File: src/hw/rtl/box_mesh_face_corner_indexer_top_macros.svh
// Assertion helpers for the face corner indexer.
`ifndef BOX_MESH_FACE_CORNER_INDEXER_TOP_MACROS_SVH
`define BOX_MESH_FACE_CORNER_INDEXER_TOP_MACROS_SVH

// Same-cycle implication, disabled while in reset.
`define BMFCI_ASSERT_NOW(label, clk, rst_n, ante, cons, msg) \
    label: assert property (@(posedge clk) disable iff (!rst_n) (ante) |-> (cons)) \
        else $error(msg);

// Next-cycle implication, disabled while in reset.
`define BMFCI_ASSERT_NEXT(label, clk, rst_n, ante, cons, msg) \
    label: assert property (@(posedge clk) disable iff (!rst_n) (ante) |=> (cons)) \
        else $error(msg);

`endif

File: src/hw/rtl/bmfci_pkg.sv
`default_nettype none
package bmfci_pkg;

    localparam int FACE_W     = 23;
    localparam int DIV_W      = 10;
    localparam int CORNER_W   = 23;
    localparam int OFFSET_W   = 25;
    localparam int REM_W      = 20;
    localparam int ADDR_W     = 4;
    localparam int DATA_W     = 32;
    localparam int Q_W        = 10;
    localparam int DIV_STAGES = 5;

    localparam logic [DIV_W-1:0] MAX_DIVISIONS = 10'd1023;
    localparam logic [DIV_W-1:0] DIV_RESET     = 10'd3;

    typedef enum logic [1:0] {
        REG_DIV_X = 2'd0,
        REG_DIV_Y = 2'd1,
        REG_DIV_Z = 2'd2
    } reg_idx_t;

    typedef enum logic [2:0] {
        SIDE_XN = 3'd0,
        SIDE_XP = 3'd1,
        SIDE_YN = 3'd2,
        SIDE_YP = 3'd3,
        SIDE_ZN = 3'd4,
        SIDE_ZP = 3'd5
    } side_t;

    typedef struct packed {
        logic [DIV_W-1:0] dx;
        logic [DIV_W-1:0] dy;
        logic [DIV_W-1:0] dz;
    } cfg_t;

    typedef struct packed {
        logic [CORNER_W-1:0] far_base;
        logic [19:0]         ring_base;
        logic [DIV_W-1:0]    dz_m1;
        logic [11:0]         ring2;
        logic [10:0]         dz_p1;
    } derived_t;

    typedef struct packed {
        logic              ok;
        side_t             side;
        logic [REM_W-1:0]  rem;
        logic [DIV_W-1:0]  d;
        logic [Q_W-1:0]    q;
        logic [FACE_W-1:0] f;
    } div_word_t;

    typedef struct packed {
        logic [DIV_W-1:0] x;
        logic [DIV_W-1:0] y;
        logic [DIV_W-1:0] z;
        logic [20:0]      p1;
        logic [21:0]      p2;
    } corner_t;

    typedef struct packed {
        logic              ok;
        logic [FACE_W-1:0] f;
        corner_t [3:0]     c;
    } vert_word_t;

    typedef struct packed {
        logic                face_valid;
        logic [CORNER_W-1:0] corner_a;
        logic [CORNER_W-1:0] corner_b;
        logic [CORNER_W-1:0] corner_c;
        logic [CORNER_W-1:0] corner_d;
        logic [OFFSET_W-1:0] list_offset;
    } out_word_t;

    function automatic logic [DIV_W-1:0] clamp_div(input logic [DIV_W-1:0] v);
        logic [DIV_W-1:0] r;
        r = v;
        if (v > MAX_DIVISIONS)
            r = MAX_DIVISIONS;
        return r;
    endfunction

    // one restoring step: {quotient bit, new remainder}
    function automatic logic [REM_W:0] div_step(input logic [REM_W-1:0] rem,
                                                input logic [DIV_W-1:0] d,
                                                input logic [3:0] sh);
        logic [REM_W-1:0] dd;
        logic [REM_W:0]   r;
        dd = REM_W'(d) << sh;
        if (rem >= dd)
            r = {1'b1, rem - dd};
        else
            r = {1'b0, rem};
        return r;
    endfunction

endpackage
`default_nettype wire

File: src/hw/rtl/bmfci_div.sv
`default_nettype none
module bmfci_div (
    input  wire logic                 clk,
    input  wire logic                 rst_n,
    input  wire logic                 in_valid,
    output logic                      in_ready,
    input  wire bmfci_pkg::div_word_t in_word,
    output logic                      out_valid,
    input  wire logic                 out_ready,
    output bmfci_pkg::div_word_t      out_word
);

    logic [bmfci_pkg::DIV_STAGES-1:0] v_reg;
    logic [bmfci_pkg::DIV_STAGES:0]   en;
    bmfci_pkg::div_word_t w_reg  [bmfci_pkg::DIV_STAGES];
    bmfci_pkg::div_word_t w_next [bmfci_pkg::DIV_STAGES];

    always_comb
    begin
        en[bmfci_pkg::DIV_STAGES] = out_ready;
        for (int k = bmfci_pkg::DIV_STAGES - 1; k >= 0; k--)
            en[k] = !v_reg[k] || en[k+1];
    end

    assign in_ready = en[0];

    // two quotient bits per stage, most significant first
    always_comb
    begin
        logic [20:0]          s_hi;
        logic [20:0]          s_lo;
        bmfci_pkg::div_word_t src;
        for (int k = 0; k < bmfci_pkg::DIV_STAGES; k++)
        begin
            src  = (k == 0) ? in_word : w_reg[(k == 0) ? 0 : k - 1];
            s_hi = bmfci_pkg::div_step(src.rem, src.d, 4'(9 - 2 * k));
            s_lo = bmfci_pkg::div_step(s_hi[19:0], src.d, 4'(8 - 2 * k));
            w_next[k]        = src;
            w_next[k].rem    = s_lo[19:0];
            w_next[k].q[9 - 2 * k] = s_hi[20];
            w_next[k].q[8 - 2 * k] = s_lo[20];
        end
    end

    always_ff @(posedge clk or negedge rst_n)
    begin
        if (!rst_n)
            v_reg <= '0;
        else
        begin
            for (int k = 0; k < bmfci_pkg::DIV_STAGES; k++)
                if (en[k])
                    v_reg[k] <= (k == 0) ? in_valid : v_reg[(k == 0) ? 0 : k - 1];
        end
    end

    always_ff @(posedge clk)
    begin
        for (int k = 0; k < bmfci_pkg::DIV_STAGES; k++)
            if (en[k])
                w_reg[k] <= w_next[k];
    end

    assign out_valid = v_reg[bmfci_pkg::DIV_STAGES-1];
    assign out_word  = w_reg[bmfci_pkg::DIV_STAGES-1];

endmodule
`default_nettype wire

File: config.mk
export PLATFORM = sky130hd
export DESIGN_NAME = bmfci_div
export DESIGN_NICKNAME = d
export VERILOG_FILES = /design/src/hw/rtl/box_mesh_face_corner_indexer_top_macros.svh /design/src/hw/rtl/bmfci_pkg.sv /design/src/hw/rtl/bmfci_div.sv
export SDC_FILE = /design/constraint.sdc
export NUM_CORES = 1
export LEC_CHECK = 0
export BUFFER_PORTS_ARGS = -buffer_cell sky130_fd_sc_hd__buf_2
export CELL_PAD_IN_SITES_DETAIL_PLACEMENT = 0
export CELL_PAD_IN_SITES_GLOBAL_PLACEMENT = 2
export CORE_ASPECT_RATIO = 1.75
export CORE_MARGIN = 8
export CORE_UTILIZATION = 42
export CTS_BUF_LIST = sky130_fd_sc_hd__clkbuf_16
export DETAILED_ROUTE_END_ITERATION = 16
export GPL_TIMING_DRIVEN = 0
export PLACE_DENSITY_LB_ADDON = 0.1
export SYNTH_ARGS = -nofsm -noshare
export SYNTH_HDL_FRONTEND = slang
export SYNTH_SLANG_ARGS = --single-unit
File: constraint.sdc
create_clock -name clk -period 6.6 [get_ports clk]
set_input_delay 1.32 -clock clk [delete_from_list [all_inputs] [get_ports clk]]
set_output_delay 1.32 -clock clk [all_outputs]
set_load 0.01 [all_outputs]
==> results.py <==
metrics = {
    "outcome": {
        "outcome": "completed",
    },
    "logic_synthesis": {
        "ys_seq_elements": 320,
        "async_flop_share_pct": 1.56,
        "syn_area_um2": 17400,
        "seq_area_frac_synth_pct": 55.1,
        "netlist_instances": 1441,
        "synthDistinctLibCells": 78,
        "yosys_warnings": 0,
        "synth-main-ff-cell": "edfxtp_1",
        "syn_avg_cell_area_um2": 12.1,
        "synth_edf_count": 315,
        "synth_nets": 1622,
    },
    "pwr": {
        "powerDensity_nw_per_um2": 551,
        "leakagePower_uw": 0.00803,
        "p_seq_share_pct": 30.3,
        "ir_drop_mv": 0.274,
        "p_int_uw": 6770,
        "finalPower_uw": 11000,
        "power.share.switching_pct": 38.5,
        "comb_power_share_pct": 53.7,
        "clkPwrFrac_pct": 15.9,
        "switching_power_uw": 4230,
    },
    "route": {
        "num_vias": 11199,
        "drc": 0,
        "vias_per_cell": 5.12,
        "routedWlPerCell_um": 18.6,
        "antenna_left": 0,
        "wirelength_um": 40600,
        "dr.pass1.iters": 4,
        "initialDrtViolationCount": 416,
    },
    "worst_setup_path": {
        "reg2reg_to": "w_reg[0][125]",
        "crit_path_max_fanout": 10,
        "start_kind": "input pin",
        "r2r-start": "w_reg[0][35]",
        "critPathRequiredTime_ns": 6.93,
        "crit_type": "in -> reg",
        "rrSetupSlack_ns": 0.51,
        "worstSetupEndpointType": "register",
        "rr_worst_depth": 20,
        "arrival_ns": 6.52,
    },
    "flow_run": {
        "maxCapViolCount": 0,
    },
    "placement": {
        "hpwl_um": 33100,
        "place_inst": 2126,
        "io_buffers": 129,
        "place_congestion": 0.864,
    },
    "sta": {
        "hold_violations": 0,
        "rsz0062_at_grt": "no",
        "fmax_mhz": 162,
        "maxSlewViolCount": 0,
        "finalCriticalPeriod_ns": 6.19,
        "clock_skew_ns": 0.0249,
        "tightest_slew_ns": 0.998,
        "post-route-period-util_pct": 93.7,
        "max_slew_margin_pct": 33.3,
        "setup_violations": 0,
    },
    "min_path": {
        "holdPathStages": 0,
        "min_to": "w_reg[0][280]",
        "min_from": "w_reg[0][213]",
        "hp-class": "reg -> reg",
    },
    "floorplan": {
        "core_area_um2": 40800,
        "start_util_pct": 42.6,
        "rows": 98,
        "dieWidth_um": 170,
        "io_pins": 140,
        "die-height_um": 285,
        "dieArea_um2": 48400,
    },
    "grt": {
        "grt_pass1_vias": 11844,
        "grt_max_degree": 67,
        "grt_use_total_pct": 16.8,
        "grt_pass1_wl_um": 63100,
        "grt_overflow": 0,
        "antenna_found_initial": 2,
    },
    "clocking": {
        "clkLatencyLatePin_ns": 0.60,
        "clk_pin_slew_worst_paths_ns": 0.07,
        "cts_buffer_depth": 3,
        "h-tree-depth": 1,
        "cts_buffers": 31,
        "cts_tree": "built",
        "clockRootBuffer": "clkbuf_16",
        "numClockSinks": 320,
        "postCtsHoldBufs": 0,
    },
    "final_layout": {
        "drive_gt1_share_pct": 20.7,
        "fillers": 3712,
        "layout_commonest_cell": "edfxtp_1",
        "mostFrequentLayoutCells": "edfxtp_1, buf_2, inv_1",
        "num-nets-final": 1793,
        "area_growth_pct": 14.9,
        "fin_cells": 2188,
        "multiInputGateArea_um2": 6920,
        "regArea_um2": 9580,
        "largest_reg_flops": 315,
    },
}
-- metrics by stage --
stage | instance area, µm² | TNS (ns) | util (%) | setup WS (ns) | hold slack (ns)
floorplan | 17400 | 0 | - | 0.534 | 0.400
global placement | 18700 | -59.23 | 45.8 | -1.65 | 0.400
detailed placement | 18900 | -21.91 | 46.2 | -1.20 | 0.405
CTS | 19900 | 0 | 48.8 | 0.0255 | 0.416
global route | 20000 | 0 | 48.9 | 0.0585 | 0.420
finish | 20000 | 0 | 48.9 | 0.413 | 0.415
-- cells in the mapped netlist (all sizes together), types with 11 or more instances --
cell	number	area share [%]
a21oi	93	2.7
xnor2	60	3.0
nand4	24	0.86
nor3	27	0.78
inv	107	2.3
or3	11	0.40
nand2	68	1.5
a21o	40	1.7
mux2	47	3.2
clkbuf	12	0.26
nor4	11	0.40
ha	100	7.2
mux2i	14	0.81
o21ai	67	1.9
nand3	30	0.86
a211oi	14	0.60
xor2	31	1.6
edfxtp	315	54
nand2b	17	0.61
buf	73	3.1
nor2	92	2.1
nor2b	19	0.68
-- per-layer routing --
| layer | part of all wire [%] | vias up | GRT usage (%) |
|---|---|---|---|
| li1 | - | 5633 | - |
| met1 | 30 | 5294 | 13.2 |
| met2 | 62 | 192 | 37.2 |
| met3 | 3.5 | 80 | 2.37 |
| met4 | 4.7 | 0 | 8.11 |
| met5 | 0 | - | 0 |
-- worst max path at each step --
stage,from,to,slack [ns]
2_1_floorplan,out_ready,in_ready,0.53
3_3_place_gp,out_ready,in_ready,-1.65
3_5_place_dp,in_word[34],w_reg[0][57],-1.20
4_1_cts,in_word[34],w_reg[0][57],0.03
5_1_grt,w_reg[0][34],w_reg[0][125],0.06
6_report,in_word[34],w_reg[0][57],0.41
-- critical path, stage by stage --
cell      delay, ns
buf_2          0.10
inv_1          0.18
ha_1           0.28
nor2b_1        0.13
o21ai_0        0.21
a21boi_0       0.15
o21ai_0        0.23
a31oi_1        0.27
a21oi_4        0.37
clkbuf_2       0.29
o21ai_0        0.24
fa_1           0.51
a21o_1         0.18
a21oi_1        0.22
nand2b_1       0.17
a21oi_1        0.13
o31ai_1        0.37
nand3_1        0.16
a21oi_2        0.35
nand3_4        0.25
mux2_2         0.40
-- area by class of cell --
type                    count  share of cell area, %
clock buffers              31                   3.88
repair buffers            138                   3.97
multi-input cells         929                   34.6
inverters                 107                   2.01
clock inverters            26                   1.17
flip-flops and latches    320                   48.0
well taps                 550                   3.44
diodes                      2                 0.0251
plain buffers              85                   2.90
-- timing repair --
action	in CTS	in global routing
resized for setup	6	10
setup buffers	2	1
setup endpoints to repair	37	43
pin swaps	1	1
-- power by group through the flow --
stage	combinational (µW)	sequential, µW	clock, µW
floorplan	4570	3290	0
global placement	5820	3380	0
detailed placement	5880	3380	0
CTS	5930	3340	1820
global route	6590	3390	1880
finish	5910	3340	1750
-- kinds of logic after synthesis --
| family | synth area share (%) |
|---|---|
| xor gates and xnor gates | 4.59 |
| and+or+nand+nor | 10.9 |
| AOI/OAI and AO/OA | 11.4 |
| muxes | 4.00 |
| buffers and inverters | 5.62 |
| DFF | 55.1 |
| adders and majority gates | 8.35 |
No activity file was read; power rests on OpenSTA's default activity.
