## config.mk

```make
export PLATFORM = sky130hd
export DESIGN_NAME = bmfci_cfg
export DESIGN_NICKNAME = d
export VERILOG_FILES = /design/src/hw/rtl/box_mesh_face_corner_indexer_top_macros.svh /design/src/hw/rtl/bmfci_pkg.sv /design/src/hw/rtl/bmfci_cfg.sv
export SDC_FILE = /design/constraint.sdc
export NUM_CORES = 1
export LEC_CHECK = 0
export CAP_MARGIN = 0
export CORE_MARGIN = 10
export CORE_UTILIZATION = 53
export CTS_CLUSTER_DIAMETER = 150
export DETAILED_ROUTE_END_ITERATION = 10
export DONT_BUFFER_PORTS = 1
export GPL_TIMING_DRIVEN = 0
export PLACE_DENSITY = 0.65
export SLEW_MARGIN = 20
export SYNTH_ARGS = -nofsm -noshare
export SYNTH_HDL_FRONTEND = slang
export SYNTH_SLANG_ARGS = --single-unit
```

## constraint.sdc

```tcl
create_clock -name clk -period 9.2 [get_ports clk]
set_input_delay 0.46 -clock clk [delete_from_list [all_inputs] [get_ports clk]]
set_output_delay 0.46 -clock clk [all_outputs]
set_load 0.005 [all_outputs]
```

## src/hw/rtl/box_mesh_face_corner_indexer_top_macros.svh

```systemverilog
// Assertion helpers for the face corner indexer.
`ifndef BOX_MESH_FACE_CORNER_INDEXER_TOP_MACROS_SVH
`define BOX_MESH_FACE_CORNER_INDEXER_TOP_MACROS_SVH

// Same-cycle implication, disabled while in reset.
`define BMFCI_ASSERT_NOW(label, clk, rst_n, ante, cons, msg) \
    label: assert property (@(posedge clk) disable iff (!rst_n) (ante) |-> (cons)) \
        else $error(msg);

// Next-cycle implication, disabled while in reset.
`define BMFCI_ASSERT_NEXT(label, clk, rst_n, ante, cons, msg) \
    label: assert property (@(posedge clk) disable iff (!rst_n) (ante) |=> (cons)) \
        else $error(msg);

`endif

```

## src/hw/rtl/bmfci_pkg.sv

```systemverilog
`default_nettype none
package bmfci_pkg;

    localparam int FACE_W     = 23;
    localparam int DIV_W      = 10;
    localparam int CORNER_W   = 23;
    localparam int OFFSET_W   = 25;
    localparam int REM_W      = 20;
    localparam int ADDR_W     = 4;
    localparam int DATA_W     = 32;
    localparam int Q_W        = 10;
    localparam int DIV_STAGES = 5;

    localparam logic [DIV_W-1:0] MAX_DIVISIONS = 10'd1023;
    localparam logic [DIV_W-1:0] DIV_RESET     = 10'd3;

    typedef enum logic [1:0] {
        REG_DIV_X = 2'd0,
        REG_DIV_Y = 2'd1,
        REG_DIV_Z = 2'd2
    } reg_idx_t;

    typedef enum logic [2:0] {
        SIDE_XN = 3'd0,
        SIDE_XP = 3'd1,
        SIDE_YN = 3'd2,
        SIDE_YP = 3'd3,
        SIDE_ZN = 3'd4,
        SIDE_ZP = 3'd5
    } side_t;

    typedef struct packed {
        logic [DIV_W-1:0] dx;
        logic [DIV_W-1:0] dy;
        logic [DIV_W-1:0] dz;
    } cfg_t;

    typedef struct packed {
        logic [CORNER_W-1:0] far_base;
        logic [19:0]         ring_base;
        logic [DIV_W-1:0]    dz_m1;
        logic [11:0]         ring2;
        logic [10:0]         dz_p1;
    } derived_t;

    typedef struct packed {
        logic              ok;
        side_t             side;
        logic [REM_W-1:0]  rem;
        logic [DIV_W-1:0]  d;
        logic [Q_W-1:0]    q;
        logic [FACE_W-1:0] f;
    } div_word_t;

    typedef struct packed {
        logic [DIV_W-1:0] x;
        logic [DIV_W-1:0] y;
        logic [DIV_W-1:0] z;
        logic [20:0]      p1;
        logic [21:0]      p2;
    } corner_t;

    typedef struct packed {
        logic              ok;
        logic [FACE_W-1:0] f;
        corner_t [3:0]     c;
    } vert_word_t;

    typedef struct packed {
        logic                face_valid;
        logic [CORNER_W-1:0] corner_a;
        logic [CORNER_W-1:0] corner_b;
        logic [CORNER_W-1:0] corner_c;
        logic [CORNER_W-1:0] corner_d;
        logic [OFFSET_W-1:0] list_offset;
    } out_word_t;

    function automatic logic [DIV_W-1:0] clamp_div(input logic [DIV_W-1:0] v);
        logic [DIV_W-1:0] r;
        r = v;
        if (v > MAX_DIVISIONS)
            r = MAX_DIVISIONS;
        return r;
    endfunction

    // one restoring step: {quotient bit, new remainder}
    function automatic logic [REM_W:0] div_step(input logic [REM_W-1:0] rem,
                                                input logic [DIV_W-1:0] d,
                                                input logic [3:0] sh);
        logic [REM_W-1:0] dd;
        logic [REM_W:0]   r;
        dd = REM_W'(d) << sh;
        if (rem >= dd)
            r = {1'b1, rem - dd};
        else
            r = {1'b0, rem};
        return r;
    endfunction

endpackage
`default_nettype wire

```

## src/hw/rtl/bmfci_cfg.sv

```systemverilog
`default_nettype none
module bmfci_cfg (
    input  wire logic                           clk,
    input  wire logic                           rst_n,
    input  wire logic                           psel,
    input  wire logic                           penable,
    input  wire logic                           pwrite,
    input  wire logic [bmfci_pkg::ADDR_W-1:0]   paddr,
    input  wire logic [bmfci_pkg::DATA_W-1:0]   pwdata,
    output logic      [bmfci_pkg::DATA_W-1:0]   prdata,
    output logic                                pready,
    output bmfci_pkg::cfg_t                     cfg,
    output bmfci_pkg::derived_t                 drv
);

    bmfci_pkg::cfg_t     cfg_reg;
    bmfci_pkg::cfg_t     cfg_next;
    logic                wr;
    logic [22:0]         pa_reg;
    logic [19:0]         pb_reg;
    logic [21:0]         pc_reg;
    logic [19:0]         pd_reg;
    logic [11:0]         sum2;
    bmfci_pkg::derived_t drv_reg;

    assign pready = 1'b1;
    assign wr     = psel && penable && pwrite;

    always_comb
    begin
        cfg_next = cfg_reg;
        if (wr)
        begin
            unique case (bmfci_pkg::reg_idx_t'(paddr[3:2]))
                bmfci_pkg::REG_DIV_X: cfg_next.dx = bmfci_pkg::clamp_div(pwdata[9:0]);
                bmfci_pkg::REG_DIV_Y: cfg_next.dy = bmfci_pkg::clamp_div(pwdata[9:0]);
                bmfci_pkg::REG_DIV_Z: cfg_next.dz = bmfci_pkg::clamp_div(pwdata[9:0]);
                default: ;
            endcase
        end
    end

    always_comb
    begin
        unique case (bmfci_pkg::reg_idx_t'(paddr[3:2]))
            bmfci_pkg::REG_DIV_X: prdata = {22'd0, cfg_reg.dx};
            bmfci_pkg::REG_DIV_Y: prdata = {22'd0, cfg_reg.dy};
            bmfci_pkg::REG_DIV_Z: prdata = {22'd0, cfg_reg.dz};
            default:              prdata = '0;
        endcase
    end

    always_ff @(posedge clk or negedge rst_n)
    begin
        if (!rst_n)
        begin
            cfg_reg.dx <= bmfci_pkg::DIV_RESET;
            cfg_reg.dy <= bmfci_pkg::DIV_RESET;
            cfg_reg.dz <= bmfci_pkg::DIV_RESET;
        end
        else
        begin
            cfg_reg <= cfg_next;
        end
    end

    assign sum2 = {11'(cfg_reg.dx) + 11'(cfg_reg.dy), 1'b0};

    // derived geometry constants, registered from the settings
    always_ff @(posedge clk)
    begin
        pa_reg <= 23'(sum2) * 23'(11'(cfg_reg.dz) + 11'd1);
        pb_reg <= (20'(cfg_reg.dx) - 20'd1) * (20'(cfg_reg.dy) - 20'd1);
        pc_reg <= 22'(11'(cfg_reg.dy) + 11'd1) * 22'(11'(cfg_reg.dz) + 11'd1);
        pd_reg <= (20'(cfg_reg.dy) - 20'd1) * (20'(cfg_reg.dz) - 20'd1);
        drv_reg.far_base  <= pa_reg + 23'({pb_reg, 1'b0}) - 23'(pc_reg);
        drv_reg.ring_base <= pd_reg;
        drv_reg.dz_m1     <= cfg_reg.dz - 10'd1;
        drv_reg.ring2     <= {11'(cfg_reg.dy) + 11'(cfg_reg.dz), 1'b0};
        drv_reg.dz_p1     <= 11'(cfg_reg.dz) + 11'd1;
    end

    assign cfg = cfg_reg;
    assign drv = drv_reg;

endmodule
`default_nettype wire

```

==> flow_summary_export.csv <==
group,metric,value,unit
route,wl_met2,30.4,mm
sta,worst_slew_pin_slew,1.18,ns
sta,timing.fmax,115,MHz
synthesis,synth_largest_area_cell,"fa_1",
sta,period_share,94.3,%
global_route,antenna_found_initial,1,
synthesis,synthAdderAreaFrac,45.7,%
critical_path,critPathMaxFanout,10,
sta,final.setup.tns,0,ns
route,drtAntennaViolNets,0,
clocking,cts_made_buffers,17,
synthesis,synthSimpleGateAreaFrac,13.7,%
job,max_cap_violations,0,
floorplanning,io_pins,180,
route,routedWlPerCell,20.4,um
synthesis,yosys_most_used_dff,"dfxtp_1",
clocking,cts_root_buf,"clkbuf_16",
clocking,cts_setup_buffers,0,
sta,hold_viol_final,0,
cells_and_area,drive_gt1_share,4.75,%
cells_and_area,area_delta_synth_final,5.99,%
global_route,grt_pass1_wl,110,mm
route,vias,17900,
placement,place_congestion,0.953,
global_route,grt_max_degree,31,
synthesis,synth_edf_count,0,
cells_and_area,fillerInstances,4196,
floorplanning,die_w,235,um
placement,hpwl,56.8,mm
placement,portBuffers,0,
synthesis,avgSynthCellArea,9.04,sq um
route,viasPerCell,5.32,
route,met3_length,6.38,mm
floorplanning,die_area,55100,sq um
clocking,cts.sinks,186,
critical_path,criticalPathCategory,"flip-flop to flip-flop",
sta,setup_viol,0,
route,met1_length,29.8,mm
min_path,hold_depth,2,
sta,drv_slew,0,
clocking,insertion_delay,0.54,ns
critical_path,crit_path_end_kind,"flip-flop",
cells_and_area,layout_common_cells,"570 x inv_1, 397 x fa_1, 298 x nor2_1",
synthesis,syn_area,24400,sq um
route,routed.top_layer,"met4",
min_path,hp-class,"primary input to flip-flop",
synthesis,synth_cell_types,77,
synthesis,ys_ff_latch,186,
synthesis,synth_top_family_by_area,"adder cells",
route,drtIter0Drc,989,
placement,placed_area,25300,sq um
global_route,overflow,0,
synthesis,synth_top_area_share,32.5,%
critical_path,worstPathArrival,9.11,ns
route,drc,0,
floorplanning,start_util,53.7,%
cells_and_area,largest_register_ffs,73,
sta,rsz0062_at_grt,"false",
critical_path,worstPathRequired,9.64,ns
floorplanning,fp-row-count,78,
cells_and_area,mostFrequentLayoutCell,"inv_1",
clocking,clk_pin_slew_worst_paths,0.07,ns
critical_path,timing.critical_path.from_type,"flip-flop",
synthesis,muxShareOfSynthArea,1.61,%
synthesis,synth_cells,2704,
cells_and_area,diodes,0,
synthesis,synth_compound_area_share,5.99,%
clocking,cts_tree,"built",
cells_and_area,final_area,25900,sq um
sta,period_needed,8.67,ns
floorplanning,coreArea,45500,sq um
sta,slew_headroom,21.1,%
route,drtPass1Iterations,5,
global_route,grtUsageTotal,25.6,%
floorplanning,die_y,235,um
synthesis,synth_xor_area_share,6.23,%
run_status,status,"complete, no violations",
clocking,htree_levels,4,
global_route,grt_pass1_vias,19000,
synthesis,synth.yosys.seq_area_share,15.9,%
cells_and_area,finalNetCount,3442,
synthesis,yosysWarnings,0,
synthesis,synthTopCellsByArea,"fa_1 33%, ha_1 13%, dfxtp_1 13%",
sta,fin_skew,0.0476,ns
clocking,clockBufferDepth,2,
critical_path,r2r_cells,23,
synthesis,async_reset_ff_share,16.1,%
route,routed_wl,68.7,mm
-- layout make-up --
class                           count  area (sq um)  area share, %
Inverter                          579          2180           8.41
Buffer                            100           492           1.90
Clock inverter                     13           146          0.565
Clock buffer                       19           443           1.71
Sequential cell                   186          3880           15.0
Tap cell                          600           751           2.90
Multi-Input combinational cell   1861         18000           69.4
Timing Repair Buffer                2          30.0          0.116
-- per-layer routing --
metal / track usage (%) / vias to the layer above
li1: - / 8285
met1: 34.0 / 8878
met2: 39.6 / 626
met3: 7.05 / 73
met4: 9.03 / 0
met5: 0 / -
-- stage by stage --
stage	util, %	setup WS (ns)	instances	hold WS [ns]
4_1_cts	56.9	0.479	3360	0.0264
2_1_floorplan	-	2.54	2726	0.164
5_1_grt	56.9	0.197	3360	0.0481
3_5_place_dp	55.6	0.528	3326	0.165
6_report	56.9	0.527	3360	0.0570
3_3_place_gp	55.6	0.531	3326	0.166
-- what timing repair did --
action | in CTS | in global routing
gates resized for setup | 0 | 1
setup endpoints to repair | 0 | 1
endpoints found under the hold margin | 30 | 0
hold buffers | 2 | 0
-- cell families (layout without fill, tap and decap cells) --
kind of cell / Yosys count / after routing
AO/OA/AOI/OAI: 223 / 223
XOR/XNOR: 167 / 167
adder cells (fa/ha/maj): 654 / 654
buffers and inverters: 679 / 713
flip-flops: 186 / 186
multiplexers: 36 / 36
other: 2 / 24
AND/OR/NAND/NOR: 757 / 757
-- worst paths after layout --
check	endpoint	start	slack (ns)
setup / recovery	pc_reg[20]	cfg[0]	0.53
hold / removal	cfg[21]	pwdata[1]	0.06
setup reg to reg	pc_reg[20]	cfg[0]	0.53
hold reg to reg	drv[42]	pd_reg[9]	0.33
max in group asynchronous	cfg[0]	rst_n	8.58
min in group asynchronous	cfg[5]	rst_n	0.34
-- worst max-delay path, cell delays in order, from the launching register on --
cell	delay [ns]
dfstp_2	0.67
clkbuf_1	0.66
nand3_1	0.18
xor2_1	0.92
clkinv_1	0.75
clkbuf_1	0.49
nand2_1	0.20
fa_1	0.46
fa_1	0.52
fa_1	0.50
inv_1	0.05
fa_1	0.53
inv_1	0.06
fa_1	0.52
inv_1	0.04
ha_1	0.36
a21o_1	0.20
a21o_1	0.17
a41o_1	0.27
a211oi_2	0.29
nor3_1	0.09
or3_1	0.32
a21oi_1	0.20
xnor2_1	0.14
-- cells in the mapped netlist (8+ instances only) --
cell / number
dfxtp_1: 156
mux2i_1: 10
and3_1: 9
xor2_1: 42
buf_4: 26
dfrtp_1: 24
buf_2: 9
ha_1: 257
and2_1: 32
clkbuf_1: 56
clkinv_1: 8
a21oi_1: 59
inv_1: 570
buf_1: 8
a211oi_1: 12
o21ai_0: 48
nand2b_1: 28
nor2b_1: 22
nor2_1: 298
nand3_1: 35
nand2_1: 245
xnor2_1: 120
o21a_1: 19
mux2_2: 26
or3_1: 14
nor3_1: 43
fa_1: 397
a21o_1: 19
Power is not shown: default switching activity piles up to over one toggle a cycle in this logic, so the estimate is an artifact.
