## src/hw/rtl/box_mesh_face_corner_indexer_top_macros.svh

```systemverilog
// Assertion helpers for the face corner indexer.
`ifndef BOX_MESH_FACE_CORNER_INDEXER_TOP_MACROS_SVH
`define BOX_MESH_FACE_CORNER_INDEXER_TOP_MACROS_SVH

// Same-cycle implication, disabled while in reset.
`define BMFCI_ASSERT_NOW(label, clk, rst_n, ante, cons, msg) \
    label: assert property (@(posedge clk) disable iff (!rst_n) (ante) |-> (cons)) \
        else $error(msg);

// Next-cycle implication, disabled while in reset.
`define BMFCI_ASSERT_NEXT(label, clk, rst_n, ante, cons, msg) \
    label: assert property (@(posedge clk) disable iff (!rst_n) (ante) |=> (cons)) \
        else $error(msg);

`endif

```

## src/hw/rtl/bmfci_pkg.sv

```systemverilog
`default_nettype none
package bmfci_pkg;

    localparam int FACE_W     = 23;
    localparam int DIV_W      = 10;
    localparam int CORNER_W   = 23;
    localparam int OFFSET_W   = 25;
    localparam int REM_W      = 20;
    localparam int ADDR_W     = 4;
    localparam int DATA_W     = 32;
    localparam int Q_W        = 10;
    localparam int DIV_STAGES = 5;

    localparam logic [DIV_W-1:0] MAX_DIVISIONS = 10'd1023;
    localparam logic [DIV_W-1:0] DIV_RESET     = 10'd3;

    typedef enum logic [1:0] {
        REG_DIV_X = 2'd0,
        REG_DIV_Y = 2'd1,
        REG_DIV_Z = 2'd2
    } reg_idx_t;

    typedef enum logic [2:0] {
        SIDE_XN = 3'd0,
        SIDE_XP = 3'd1,
        SIDE_YN = 3'd2,
        SIDE_YP = 3'd3,
        SIDE_ZN = 3'd4,
        SIDE_ZP = 3'd5
    } side_t;

    typedef struct packed {
        logic [DIV_W-1:0] dx;
        logic [DIV_W-1:0] dy;
        logic [DIV_W-1:0] dz;
    } cfg_t;

    typedef struct packed {
        logic [CORNER_W-1:0] far_base;
        logic [19:0]         ring_base;
        logic [DIV_W-1:0]    dz_m1;
        logic [11:0]         ring2;
        logic [10:0]         dz_p1;
    } derived_t;

    typedef struct packed {
        logic              ok;
        side_t             side;
        logic [REM_W-1:0]  rem;
        logic [DIV_W-1:0]  d;
        logic [Q_W-1:0]    q;
        logic [FACE_W-1:0] f;
    } div_word_t;

    typedef struct packed {
        logic [DIV_W-1:0] x;
        logic [DIV_W-1:0] y;
        logic [DIV_W-1:0] z;
        logic [20:0]      p1;
        logic [21:0]      p2;
    } corner_t;

    typedef struct packed {
        logic              ok;
        logic [FACE_W-1:0] f;
        corner_t [3:0]     c;
    } vert_word_t;

    typedef struct packed {
        logic                face_valid;
        logic [CORNER_W-1:0] corner_a;
        logic [CORNER_W-1:0] corner_b;
        logic [CORNER_W-1:0] corner_c;
        logic [CORNER_W-1:0] corner_d;
        logic [OFFSET_W-1:0] list_offset;
    } out_word_t;

    function automatic logic [DIV_W-1:0] clamp_div(input logic [DIV_W-1:0] v);
        logic [DIV_W-1:0] r;
        r = v;
        if (v > MAX_DIVISIONS)
            r = MAX_DIVISIONS;
        return r;
    endfunction

    // one restoring step: {quotient bit, new remainder}
    function automatic logic [REM_W:0] div_step(input logic [REM_W-1:0] rem,
                                                input logic [DIV_W-1:0] d,
                                                input logic [3:0] sh);
        logic [REM_W-1:0] dd;
        logic [REM_W:0]   r;
        dd = REM_W'(d) << sh;
        if (rem >= dd)
            r = {1'b1, rem - dd};
        else
            r = {1'b0, rem};
        return r;
    endfunction

endpackage
`default_nettype wire

```

## src/hw/rtl/bmfci_front.sv

```systemverilog
`default_nettype none
module bmfci_front (
    input  wire logic                          clk,
    input  wire logic                          rst_n,
    input  wire bmfci_pkg::cfg_t               cfg,
    input  wire logic                          in_valid,
    output logic                               in_ready,
    input  wire logic [bmfci_pkg::FACE_W-1:0]  in_f,
    output logic                               out_valid,
    input  wire logic                          out_ready,
    output bmfci_pkg::div_word_t               out_word
);

    logic [2:0]  v_reg;
    logic [3:0]  en;

    logic [22:0] f1_reg;
    logic [19:0] sx_reg, sy_reg, sz_reg;
    logic        zero1_reg;

    logic [22:0] f2_reg;
    logic [22:0] t1_reg, t2_reg, t3_reg, t4_reg, t5_reg, cnt_reg;
    logic        zero2_reg;

    bmfci_pkg::div_word_t w3_reg;
    bmfci_pkg::div_word_t w3_next;
    logic [22:0]          base;

    always_comb
    begin
        en[3] = out_ready;
        for (int k = 2; k >= 0; k--)
            en[k] = !v_reg[k] || en[k+1];
    end

    assign in_ready = en[0];

    always_ff @(posedge clk or negedge rst_n)
    begin
        if (!rst_n)
            v_reg <= '0;
        else
        begin
            if (en[0]) v_reg[0] <= in_valid;
            if (en[1]) v_reg[1] <= v_reg[0];
            if (en[2]) v_reg[2] <= v_reg[1];
        end
    end

    always_ff @(posedge clk)
    begin
        if (en[0])
        begin
            f1_reg    <= in_f;
            sx_reg    <= 20'(cfg.dy) * 20'(cfg.dz);
            sy_reg    <= 20'(cfg.dx) * 20'(cfg.dz);
            sz_reg    <= 20'(cfg.dx) * 20'(cfg.dy);
            zero1_reg <= (cfg.dx == '0) || (cfg.dy == '0) || (cfg.dz == '0);
        end
        if (en[1])
        begin
            f2_reg    <= f1_reg;
            t1_reg    <= 23'(sx_reg);
            t2_reg    <= 23'({sx_reg, 1'b0});
            t3_reg    <= 23'({sx_reg, 1'b0}) + 23'(sy_reg);
            t4_reg    <= 23'({sx_reg, 1'b0}) + 23'({sy_reg, 1'b0});
            t5_reg    <= 23'({sx_reg, 1'b0}) + 23'({sy_reg, 1'b0}) + 23'(sz_reg);
            cnt_reg   <= 23'({sx_reg, 1'b0}) + 23'({sy_reg, 1'b0}) + 23'({sz_reg, 1'b0});
            zero2_reg <= zero1_reg;
        end
        if (en[2])
            w3_reg <= w3_next;
    end

    always_comb
    begin
        w3_next   = '0;
        w3_next.f = f2_reg;
        w3_next.ok = !zero2_reg && (f2_reg < cnt_reg);
        if (f2_reg < t1_reg)
        begin
            w3_next.side = bmfci_pkg::SIDE_XN;
            base = '0;
        end
        else if (f2_reg < t2_reg)
        begin
            w3_next.side = bmfci_pkg::SIDE_XP;
            base = t1_reg;
        end
        else if (f2_reg < t3_reg)
        begin
            w3_next.side = bmfci_pkg::SIDE_YN;
            base = t2_reg;
        end
        else if (f2_reg < t4_reg)
        begin
            w3_next.side = bmfci_pkg::SIDE_YP;
            base = t3_reg;
        end
        else if (f2_reg < t5_reg)
        begin
            w3_next.side = bmfci_pkg::SIDE_ZN;
            base = t4_reg;
        end
        else
        begin
            w3_next.side = bmfci_pkg::SIDE_ZP;
            base = t5_reg;
        end
        w3_next.rem = 20'(f2_reg - base);
        if (w3_next.side == bmfci_pkg::SIDE_ZN || w3_next.side == bmfci_pkg::SIDE_ZP)
            w3_next.d = cfg.dy;
        else
            w3_next.d = cfg.dz;
    end

    assign out_valid = v_reg[2];
    assign out_word  = w3_reg;

endmodule
`default_nettype wire

```

## config.mk

```make
export PLATFORM = sky130hd
export DESIGN_NAME = bmfci_front
export DESIGN_NICKNAME = d
export VERILOG_FILES = /design/src/hw/rtl/box_mesh_face_corner_indexer_top_macros.svh /design/src/hw/rtl/bmfci_pkg.sv /design/src/hw/rtl/bmfci_front.sv
export SDC_FILE = /design/constraint.sdc
export NUM_CORES = 1
export LEC_CHECK = 0
export BUFFER_PORTS_ARGS = -buffer_cell sky130_fd_sc_hd__buf_2
export CAP_MARGIN = 0
export CELL_PAD_IN_SITES_DETAIL_PLACEMENT = 0
export CELL_PAD_IN_SITES_GLOBAL_PLACEMENT = 1
export CORE_MARGIN = 1
export CORE_UTILIZATION = 51
export DETAILED_ROUTE_END_ITERATION = 10
export HOLD_SLACK_MARGIN = 0.06
export PLACE_DENSITY = 0.92
export SKIP_LAST_GASP = 1
export SLEW_MARGIN = 20
export SYNTH_ARGS = -nofsm -noshare
export SYNTH_HDL_FRONTEND = slang
export SYNTH_SLANG_ARGS = --single-unit
export TNS_END_PERCENT = 100
```

## constraint.sdc

```tcl
create_clock -name clk -period 5.7 [get_ports clk]
set_input_delay 1.425 -clock clk [delete_from_list [all_inputs] [get_ports clk]]
set_output_delay 1.425 -clock clk [all_outputs]
set_load 0.03 [all_outputs]
```

==> impl_results.md <==
* Area leader, netlist: edfxtp_1
* Gr ovfl total at 0
* Failing checks: setup timing
* Register bit total from synthesis at 276
* Setup crit start kind: input pin
* Slack of the worst reg-to-reg path at 0.28 ns
* Port bufs at 115
* Post-synth top flop: edfxtp_1
* Post-route setup slack at -0.04166 ns
* Setup CP Type: input pin to flop
* Critical path buffer and inverter count at 3
* Most frequent cells in the layout: inv_1, ha_1, edfxtp_1, nand2_1, buf_4
* Hpwl dp at 56,320 um
* Crit path time final at 5.742 ns
* All-Layer GR Usage at 0.2664
* Post-Syn Area at 26,600 um^2
* Final wirelength at 70,150 um
* Sequential cell area fraction in the yosys report at 0.3110
* Synth unique cells at 85
* Peak Freq at 0.1742 GHz
* Synth Warn # at 0
* # IOs at 126
* Setup TNS at -0.04166 ns
* Synth Area in XOR/XNOR at 0.04478
* Clock transition at the registers of the reported paths at 0.06 ns
* Num CTS Buffers at 35
* Final net count at 3,553
* Period utilisation layout at 1.007
* Largest family of logic cells by synthesized area: adder cells
* Via count at 20,010
* GRT met1 Usage at 0.3131
* Most common cell after layout, fill and taps aside: inv_1
* Slew Limit Fails at 0
* Width of the die at 230.4 um
* EDFF count, synth at 273
* CP delay by family, top: adder cells
* DIE HEIGHT at 230.4 um
* Yosys top cell area share at 0.3082
* Diodes inserted at 0
* Worst-Margin Slew at 0.9094 ns
* Iter 0 DRT Violations at 1,053
* Clock Latency Late Sink at 0.56 ns
* Global-route wire length before repair at 109,900 um
* Die area at 53,070 um^2
* Critical Path Sink Type: flop
* Endpoints failing setup at 1
* Critical Path AT at 6.03 ns
* Mux contribution to synthesized area at 0.006303
* Synth-to-Final Area Change at 16.38%
* CTS Hold Bufs at 0
* Layout cells sized above 1 at 0.1678
* GRT busiest layer: met2
* Critical-path cell list: buf_2 -> nand2_1 -> fa_1 -> fa_1 -> fa_1 -> fa_1 -> fa_1 -> inv_2 -> ha_4 -> a21o_1 -> a21oi_2 -> nor2_1 -> a21oi_1 -> o31ai_2 -> o41ai_2 -> buf_4 -> o2111ai_2 -> a21oi_2 -> xnor2_1
* Synth Area in Adders at 0.3244
* CTS tree: done
* H-tree levels at 2
* Vias in the first global route at 21,310
* Clock Tree Root: clkbuf_16
* Routed Antenna Nets at 0
* Routed len/inst at 19.36 um
* M2 GR Usage at 0.4965
* Initial antenna violation count at 0
* Synth top area cells: edfxtp_1, ha_1, fa_1
* Status: finished, violations left
* Pin count of the biggest net entering global routing at 134
* Slowest stage cell, crit path: fa_1
* Simple-gate share of the synthesized area at 0.1334
* RSZ-0062 raised after global routing: true
* # DRC at 0
* Hold Path Class: flop to flop
* Ys async rst share at 0.01087
* Synth Area in Compound Gates at 0.1115
* M3 GR Usage at 0.02470
* CTS sink cnt at 276
* Clk_skew at 0.03054 ns
* Cell mode on critical path: fa_1
* Cell count after synthesis at 2,633
* CP max FO at 7
* Crit path required time at 5.99 ns
* Placer Congestion at 0.9241
* Core area at 51,410 um^2
* CP max stage delay at 0.57 ns
* Post-DR vias/cell at 5.520
* Syn_area_per_cell at 10.10 um^2
* Max clock buf depth at 3
* Slew headroom at 0.3858
* DR pass1 iterations at 5
* Max reg flops at 57
* Starting Density at 0.5175
* Maxcap violations at 0
* Cell Rows at 83
* Final hold violations at 0
==> per-layer routing <==
metal | routed length, um | vias up
li1 | - | 9560
met1 | 28580 | 9794
met2 | 36150 | 490
met3 | 2564 | 161
met4 | 2866 | 0
met5 | 0 | -
==> per-stage QoR <==
step	cell area, um^2	cells	hold WS (ns)	util	worst slack (ns)
CTS	30530	3610	0.4178	0.5939	0.02330
floorplan	26990	2642	0.4003	-	-0.3227
global placement	29390	3549	0.4033	0.5717	-0.5238
detailed placement	29390	3549	0.4045	0.5717	-0.6529
finish	30960	3624	0.4150	0.6022	-0.04166
global route	30960	3624	0.4204	0.6022	-0.1673
==> cell usage after synthesis (all sizes together) (10+ instances only) <==
| master | n |
|---|---|
| nand2b | 22 |
| nand4 | 12 |
| o21bai | 16 |
| nor2b | 19 |
| xor2 | 38 |
| a2111oi | 21 |
| ha | 384 |
| o21ai | 77 |
| a211oi | 20 |
| nor4 | 10 |
| fa | 191 |
| a211o | 11 |
| clkbuf | 65 |
| xnor2 | 98 |
| edfxtp | 273 |
| nor2 | 155 |
| nor3 | 40 |
| and2 | 156 |
| a31oi | 12 |
| nand3 | 43 |
| mux2 | 11 |
| a21o | 49 |
| o21a | 20 |
| nand2 | 232 |
| o31ai | 11 |
| inv | 381 |
| a21oi | 152 |
| buf | 17 |
==> final timing paths <==
check	from	depth (start not counted)	end
setup / recovery	cfg[22]	19	sy_reg[19]
hold / removal	f1_reg[4]	0	f2_reg[4]
setup reg to reg	f2_reg[2]	23	out_word[61]
hold reg to reg	f1_reg[4]	0	f2_reg[4]
max in group asynchronous	rst_n	1	v_reg[1]
min in group asynchronous	rst_n	1	v_reg[2]
==> cell type report <==
cell class / instances / area, um^2
Fill cell: 4291 / 20450
Multi-Input combinational cell: 1903 / 16930
Clock buffer: 38 / 897.1
Timing Repair Buffer: 324 / 2338
Clock inverter: 22 / 237.7
Tap cell: 680 / 850.8
Sequential cell: 276 / 8273
Inverter: 381 / 1430
==> cell families (layout without fill, tap and decap cells) <==
logic type	after synthesis	count (layout)
AOI/OAI and AO/OA	443	443
xor gates and xnor gates	136	136
adders and majority gates	575	575
buffers and inverters	463	765
DFF	276	276
muxes	12	12
other	1	10
and+or+nand+nor	727	727
==> what timing repair did <==
item                                    in CTS  in global routing
pin swaps                                    1                 21
resized for setup                            0                 74
buffers inserted                             1                 14
endpoints found under the setup margin       2                 16
cloned                                       0                  0
Power is not shown: default switching activity piles up to over one toggle a cycle in this logic, so the estimate is an artifact.
