### config.mk
export PLATFORM = sky130hd
export DESIGN_NAME = bmfci_vert
export DESIGN_NICKNAME = d
export VERILOG_FILES = /design/src/hw/rtl/box_mesh_face_corner_indexer_top_macros.svh /design/src/hw/rtl/bmfci_pkg.sv /design/src/hw/rtl/bmfci_vert.sv
export SDC_FILE = /design/constraint.sdc
export NUM_CORES = 2
export LEC_CHECK = 0
export ABC_CLOCK_PERIOD_IN_PS = 25400
export BUFFER_PORTS_ARGS = -buffer_cell sky130_fd_sc_hd__buf_2
export CAP_MARGIN = 10
export CORE_MARGIN = 8
export CORE_UTILIZATION = 60
export DETAILED_ROUTE_END_ITERATION = 8
export PLACE_DENSITY = 0.77
export SYNTH_ARGS = -nofsm -noshare
export SYNTH_HDL_FRONTEND = slang
export SYNTH_SLANG_ARGS = --single-unit
### constraint.sdc
create_clock -name clk -period 25.4 [get_ports clk]
set_input_delay 2.54 -clock clk [delete_from_list [all_inputs] [get_ports clk]]
set_output_delay 2.54 -clock clk [all_outputs]
set_load 0.02 [all_outputs]
### src/hw/rtl/box_mesh_face_corner_indexer_top_macros.svh
// Assertion helpers for the face corner indexer.
`ifndef BOX_MESH_FACE_CORNER_INDEXER_TOP_MACROS_SVH
`define BOX_MESH_FACE_CORNER_INDEXER_TOP_MACROS_SVH

// Same-cycle implication, disabled while in reset.
`define BMFCI_ASSERT_NOW(label, clk, rst_n, ante, cons, msg) \
    label: assert property (@(posedge clk) disable iff (!rst_n) (ante) |-> (cons)) \
        else $error(msg);

// Next-cycle implication, disabled while in reset.
`define BMFCI_ASSERT_NEXT(label, clk, rst_n, ante, cons, msg) \
    label: assert property (@(posedge clk) disable iff (!rst_n) (ante) |=> (cons)) \
        else $error(msg);

`endif

### src/hw/rtl/bmfci_pkg.sv
`default_nettype none
package bmfci_pkg;

    localparam int FACE_W     = 23;
    localparam int DIV_W      = 10;
    localparam int CORNER_W   = 23;
    localparam int OFFSET_W   = 25;
    localparam int REM_W      = 20;
    localparam int ADDR_W     = 4;
    localparam int DATA_W     = 32;
    localparam int Q_W        = 10;
    localparam int DIV_STAGES = 5;

    localparam logic [DIV_W-1:0] MAX_DIVISIONS = 10'd1023;
    localparam logic [DIV_W-1:0] DIV_RESET     = 10'd3;

    typedef enum logic [1:0] {
        REG_DIV_X = 2'd0,
        REG_DIV_Y = 2'd1,
        REG_DIV_Z = 2'd2
    } reg_idx_t;

    typedef enum logic [2:0] {
        SIDE_XN = 3'd0,
        SIDE_XP = 3'd1,
        SIDE_YN = 3'd2,
        SIDE_YP = 3'd3,
        SIDE_ZN = 3'd4,
        SIDE_ZP = 3'd5
    } side_t;

    typedef struct packed {
        logic [DIV_W-1:0] dx;
        logic [DIV_W-1:0] dy;
        logic [DIV_W-1:0] dz;
    } cfg_t;

    typedef struct packed {
        logic [CORNER_W-1:0] far_base;
        logic [19:0]         ring_base;
        logic [DIV_W-1:0]    dz_m1;
        logic [11:0]         ring2;
        logic [10:0]         dz_p1;
    } derived_t;

    typedef struct packed {
        logic              ok;
        side_t             side;
        logic [REM_W-1:0]  rem;
        logic [DIV_W-1:0]  d;
        logic [Q_W-1:0]    q;
        logic [FACE_W-1:0] f;
    } div_word_t;

    typedef struct packed {
        logic [DIV_W-1:0] x;
        logic [DIV_W-1:0] y;
        logic [DIV_W-1:0] z;
        logic [20:0]      p1;
        logic [21:0]      p2;
    } corner_t;

    typedef struct packed {
        logic              ok;
        logic [FACE_W-1:0] f;
        corner_t [3:0]     c;
    } vert_word_t;

    typedef struct packed {
        logic                face_valid;
        logic [CORNER_W-1:0] corner_a;
        logic [CORNER_W-1:0] corner_b;
        logic [CORNER_W-1:0] corner_c;
        logic [CORNER_W-1:0] corner_d;
        logic [OFFSET_W-1:0] list_offset;
    } out_word_t;

    function automatic logic [DIV_W-1:0] clamp_div(input logic [DIV_W-1:0] v);
        logic [DIV_W-1:0] r;
        r = v;
        if (v > MAX_DIVISIONS)
            r = MAX_DIVISIONS;
        return r;
    endfunction

    // one restoring step: {quotient bit, new remainder}
    function automatic logic [REM_W:0] div_step(input logic [REM_W-1:0] rem,
                                                input logic [DIV_W-1:0] d,
                                                input logic [3:0] sh);
        logic [REM_W-1:0] dd;
        logic [REM_W:0]   r;
        dd = REM_W'(d) << sh;
        if (rem >= dd)
            r = {1'b1, rem - dd};
        else
            r = {1'b0, rem};
        return r;
    endfunction

endpackage
`default_nettype wire

### src/hw/rtl/bmfci_vert.sv
`default_nettype none
module bmfci_vert (
    input  wire logic                 clk,
    input  wire logic                 rst_n,
    input  wire bmfci_pkg::cfg_t      cfg,
    input  wire bmfci_pkg::derived_t  drv,
    input  wire logic                 in_valid,
    output logic                      in_ready,
    input  wire bmfci_pkg::div_word_t in_word,
    output logic                      out_valid,
    input  wire logic                 out_ready,
    output bmfci_pkg::out_word_t      out_word
);

    logic [1:0]            v_reg;
    logic [2:0]            en;
    bmfci_pkg::vert_word_t w1_reg;
    bmfci_pkg::vert_word_t w1_next;
    bmfci_pkg::out_word_t  w2_reg;
    bmfci_pkg::out_word_t  w2_next;
    logic [22:0]           vi [4];

    always_comb
    begin
        en[2] = out_ready;
        en[1] = !v_reg[1] || en[2];
        en[0] = !v_reg[0] || en[1];
    end

    assign in_ready = en[0];

    always_comb
    begin
        logic                  swap;
        logic [3:0]            oa;
        logic [3:0]            ob;
        logic [9:0]            i;
        logic [9:0]            j;
        logic [9:0]            ci;
        logic [9:0]            cj;
        w1_next    = '0;
        w1_next.ok = in_word.ok;
        w1_next.f  = in_word.f;
        i = in_word.q;
        j = in_word.rem[9:0];
        swap = (in_word.side == bmfci_pkg::SIDE_XP) || (in_word.side == bmfci_pkg::SIDE_YN)
            || (in_word.side == bmfci_pkg::SIDE_ZP);
        oa = swap ? 4'b0110 : 4'b1100;
        ob = swap ? 4'b1100 : 4'b0110;
        for (int k = 0; k < 4; k++)
        begin
            ci = i + 10'(oa[k]);
            cj = j + 10'(ob[k]);
            case (in_word.side)
                bmfci_pkg::SIDE_XN:
                begin
                    w1_next.c[k].x = '0;  w1_next.c[k].y = ci;     w1_next.c[k].z = cj;
                end
                bmfci_pkg::SIDE_XP:
                begin
                    w1_next.c[k].x = cfg.dx; w1_next.c[k].y = ci;  w1_next.c[k].z = cj;
                end
                bmfci_pkg::SIDE_YN:
                begin
                    w1_next.c[k].x = ci;  w1_next.c[k].y = '0;     w1_next.c[k].z = cj;
                end
                bmfci_pkg::SIDE_YP:
                begin
                    w1_next.c[k].x = ci;  w1_next.c[k].y = cfg.dy; w1_next.c[k].z = cj;
                end
                bmfci_pkg::SIDE_ZN:
                begin
                    w1_next.c[k].x = ci;  w1_next.c[k].y = cj;     w1_next.c[k].z = '0;
                end
                default:
                begin
                    w1_next.c[k].x = ci;  w1_next.c[k].y = cj;     w1_next.c[k].z = cfg.dz;
                end
            endcase
            w1_next.c[k].p1 = 21'(w1_next.c[k].y) * 21'(drv.dz_p1);
            w1_next.c[k].p2 = 22'(w1_next.c[k].x) * 22'(drv.ring2);
        end
    end

    always_comb
    begin
        logic [22:0] base;
        logic [22:0] y2;
        for (int k = 0; k < 4; k++)
        begin
            base = 23'(drv.ring_base) + 23'(w1_reg.c[k].p2);
            y2   = 23'({w1_reg.c[k].y, 1'b0});
            if (w1_reg.c[k].x == '0)
                vi[k] = 23'(w1_reg.c[k].p1) + 23'(w1_reg.c[k].z);
            else if (w1_reg.c[k].x == cfg.dx)
                vi[k] = drv.far_base + 23'(w1_reg.c[k].p1) + 23'(w1_reg.c[k].z);
            else if (w1_reg.c[k].y == '0)
                vi[k] = base + 23'(w1_reg.c[k].z);
            else if (w1_reg.c[k].y == cfg.dy)
                vi[k] = base + 23'(drv.dz_m1) + y2 + 23'(w1_reg.c[k].z);
            else
                vi[k] = base + 23'(drv.dz_m1) + y2 + 23'(w1_reg.c[k].z != '0);
        end
        w2_next = '0;
        if (w1_reg.ok)
        begin
            w2_next.face_valid  = 1'b1;
            w2_next.corner_a    = vi[0];
            w2_next.corner_b    = vi[1];
            w2_next.corner_c    = vi[2];
            w2_next.corner_d    = vi[3];
            w2_next.list_offset = {w1_reg.f, 2'b00} + 25'd4;
        end
    end

    always_ff @(posedge clk or negedge rst_n)
    begin
        if (!rst_n)
            v_reg <= '0;
        else
        begin
            if (en[0]) v_reg[0] <= in_valid;
            if (en[1]) v_reg[1] <= v_reg[0];
        end
    end

    always_ff @(posedge clk)
    begin
        if (en[0]) w1_reg <= w1_next;
        if (en[1]) w2_reg <= w2_next;
    end

    assign out_valid = v_reg[1];
    assign out_word  = w2_reg;

endmodule
`default_nettype wire

==> Implementation_results.wiki <==
{| class="wikitable"
! Metric !! Value
|-
| Result of the run || finished, final reports clean
|-
| FFs w/ async S/R, synth || 0.00461
|-
| Number of enable flip-flop cells after synthesis || 432
|-
| Number of vias in the routed layout || 59300
|-
| Worst-case clock buffer depth || 3
|-
| Root buffer cell || clkbuf_16
|-
| Clock-pin slew on the worst setup and hold paths || 0.06 ns
|-
| Post-CTS setup-driven buffer insertion count || 0
|-
| Critical Path Source Type || input port
|-
| Fin crit share || 0.400
|-
| Final setup fails || 0
|-
| Maximum Capacitance Violations || 0
|-
| DRC || 0
|-
| CTS tree || done
|-
| Number of buffers created by CTS || between 50 and 60
|-
| Number of library cell types mapped by synthesis || 110
|-
| Netlist area before placement || between 60000 and 70000 µm²
|-
| Sequential fraction of the synthesis area || 0.187
|-
| Clk sink count || 434
|-
| GRT Overall Usage || 0.357
|-
| Floorplan die area || 127000 µm²
|-
| #FFs+latches synth || 434
|-
| Flip-flop count of the largest register after layout || 316
|-
| Starting DRT DRC Count || approximately 6000
|-
| Unrepaired setup endpoints after global routing || no
|-
| H-tree levels || 2
|-
| Core outline area || 116000 µm²
|-
| Final HPWL from detailed placement || 184000 µm
|-
| Initial Util || 0.602
|-
| CP arrival || 10.59 ns
|-
| Pins over their slew limit || 0
|-
| Slew at the pin closest to its max-slew limit || approximately 1.3 ns
|-
| Hold bufs inserted after CTS || 0
|-
| Share of final-layout standard cells stronger than drive strength 1 || 0.0670
|-
| First-pass GRT wire length || 347000 µm
|-
| Worst path required time || roughly 26 ns
|-
| Crit path time final || 10.17 ns
|-
| Hold/Removal Path Class || reg -> reg
|-
| Number of placed instances, taps included || 9410
|-
| Top achievable clock speed || 98.4 MHz
|-
| Number of resized instances in the post-cts repair step || 0
|-
| Post-Synthesis Cells || roughly 8000
|-
| Die X-Extent || between 300 and 400 µm
|-
| Mean cell area of the mapped netlist || 8.89 µm²
|-
| GP Congestion || 1.02
|-
| Total Neg Setup Slack || 0 ns
|-
| Layout Area Growth over Synthesis || 6.72%
|-
| Net total in the final layout || 9654
|-
| Via count normalized by instance count || around 6.2
|-
| GRT overflow || 0
|-
| Non-filler cells in the finished layout || 9519
|-
| Largest net degree at the start of global routing || ~140
|-
| Class of the most critical setup path || in -> reg
|-
| Ports placed on the boundary || between 200 and 300
|-
| Standard-cell row count || 125
|-
| Post-synth top flop || edfxtp_1
|-
| Worst-path fanout max || 40
|-
| Final wirelength || 230000 µm
|-
| Category of the worst setup path capture point || register
|-
| Source-to-sink clock delay at the later pin of the worst-skew pair || about 0.68 ns
|-
| Number of warning messages in the yosys log || 0
|-
| Most used cell, CP || inv_1
|-
| Antenna violations before repair || 21
|-
| Worst-case headroom to the max-slew limit || 0.132
|-
| Mean routed wirelength per cell || 24.2 µm
|-
| DRT antenna net count || 0
|-
| Final clock skew || between 0.02 and 0.025 ns
|-
| Number of global-route vias before repair || around 58000
|-
| Slowest stage cell, crit path || o21ai_1
|-
| Hold violation count in the final report || 0
|-
| Layout Utilization || 0.643
|-
| Number of iterations in the first detailed-routing pass || 6
|-
| Number of buffers added on ports || approximately 270
|-
| Biggest cell delay along the critical path || 0.85 ns
|-
| DIE HEIGHT || 357 µm
|}
cells in the final DEF (no fill, tap or decap), drive strengths merged, types with 47 or more instances in the layout:
cell,count
inv,1010
ha,844
nand2b,53
nor2,410
fa,692
and2,483
o211ai,70
nand3,127
nand2,846
a21o,112
a31oi,54
o21a,68
edfxtp,432
nor4,50
clkbuf,56
a21oi,449
xor2,216
nand4,62
xnor2,429
and3,47
nor2b,84
o21ai,309
buf,377
a211oi,81
nor3,141
o21bai,67
final cells by class:
type	instances	area (µm²)
Clock buffer	56	1340
Inverter	1005	3770
Timing Repair Buffer	377	2160
Clock inverter	43	474
Tap cell	1524	1910
Antenna cell	10	25.0
Fill cell	9634	41300
Sequential cell	434	13000
Multi-Input combinational cell	6070	51600
critical path: cells and delay by family:
family          cells  cell delay (ns)
simple gates        4             0.82
compound gates      8             2.38
buf+inv             9             1.06
fa+ha+maj           8             3.39
xor+xnor            2             0.35
routing by layer:
layer / share of wire / global-route usage
met3: 0.12 / 0.0841
met1: 0.40 / 0.478
met5: 0.00036 / 0
met2: 0.42 / 0.543
met4: 0.059 / 0.175
kinds of logic (layout without fill, tap and decap cells):
kind of cell / after synthesis / in the layout / synth area share
buf+inv: 1330 / 1481 / 0.0720
simple gates: 2409 / 2409 / 0.170
flops: 434 / 434 / 0.187
other cells: 1 / 12 / 0.0000539
xor+xnor: 645 / 645 / 0.0817
compound gates: 1458 / 1458 / 0.136
fa+ha+maj: 1536 / 1536 / 0.351
mux: 20 / 20 / 0.00295
per-stage QoR:
step,worst slack [ns],hold slack [ns],cell area [µm²]
after detailed placement,14.63,0.452,72500
after CTS,15.33,0.470,74300
after global routing,14.67,0.492,74300
after global placement,14.85,0.443,72500
final,15.23,0.471,74300
after floorplan,12.63,0.424,69600
final timing paths:
| check | slack, ns | from | end | depth (start not counted) |
|---|---|---|---|---|
| min reg2reg | 0.47 | v_reg[0] | v_reg[1] | 1 |
| min in group asynchronous | 1.63 | rst_n | v_reg[1] | 1 |
| min | 0.47 | v_reg[0] | v_reg[1] | 1 |
| max in group asynchronous | 23.67 | rst_n | v_reg[0] | 1 |
| max | 15.23 | in_word[64] | w1_reg[115] | 31 |
| max reg2reg | 18.27 | w1_reg[0] | out_word[109] | 21 |
cells in the mapped netlist, drive strengths merged (16+ instances only):
cell type	number	area [µm²]
edfxtp	432	13000
xnor2	429	3790
nand3	127	641
a21boi	22	165
o211ai	70	546
o21bai	67	503
or3	29	186
a31oi	54	338
nand2b	53	332
mux2i	16	160
a21oi	449	2270
o21ai	309	1570
o21a	68	519
nor2	410	1540
and2	483	3020
xor2	216	1900
buf	21	97.6
nor3	141	739
ha	844	10600
nor4	50	332
nand4	62	388
nand2	846	3180
nor2b	84	526
a21o	112	841
fa	692	13900
and3	47	294
o31ai	20	164
o41ai	17	149
inv	1001	3760
a211oi	81	618
clkbuf	304	1140
and4	19	169
a211o	17	149
Power is not shown: default switching activity piles up to over one toggle a cycle in this logic, so the estimate is an artifact.
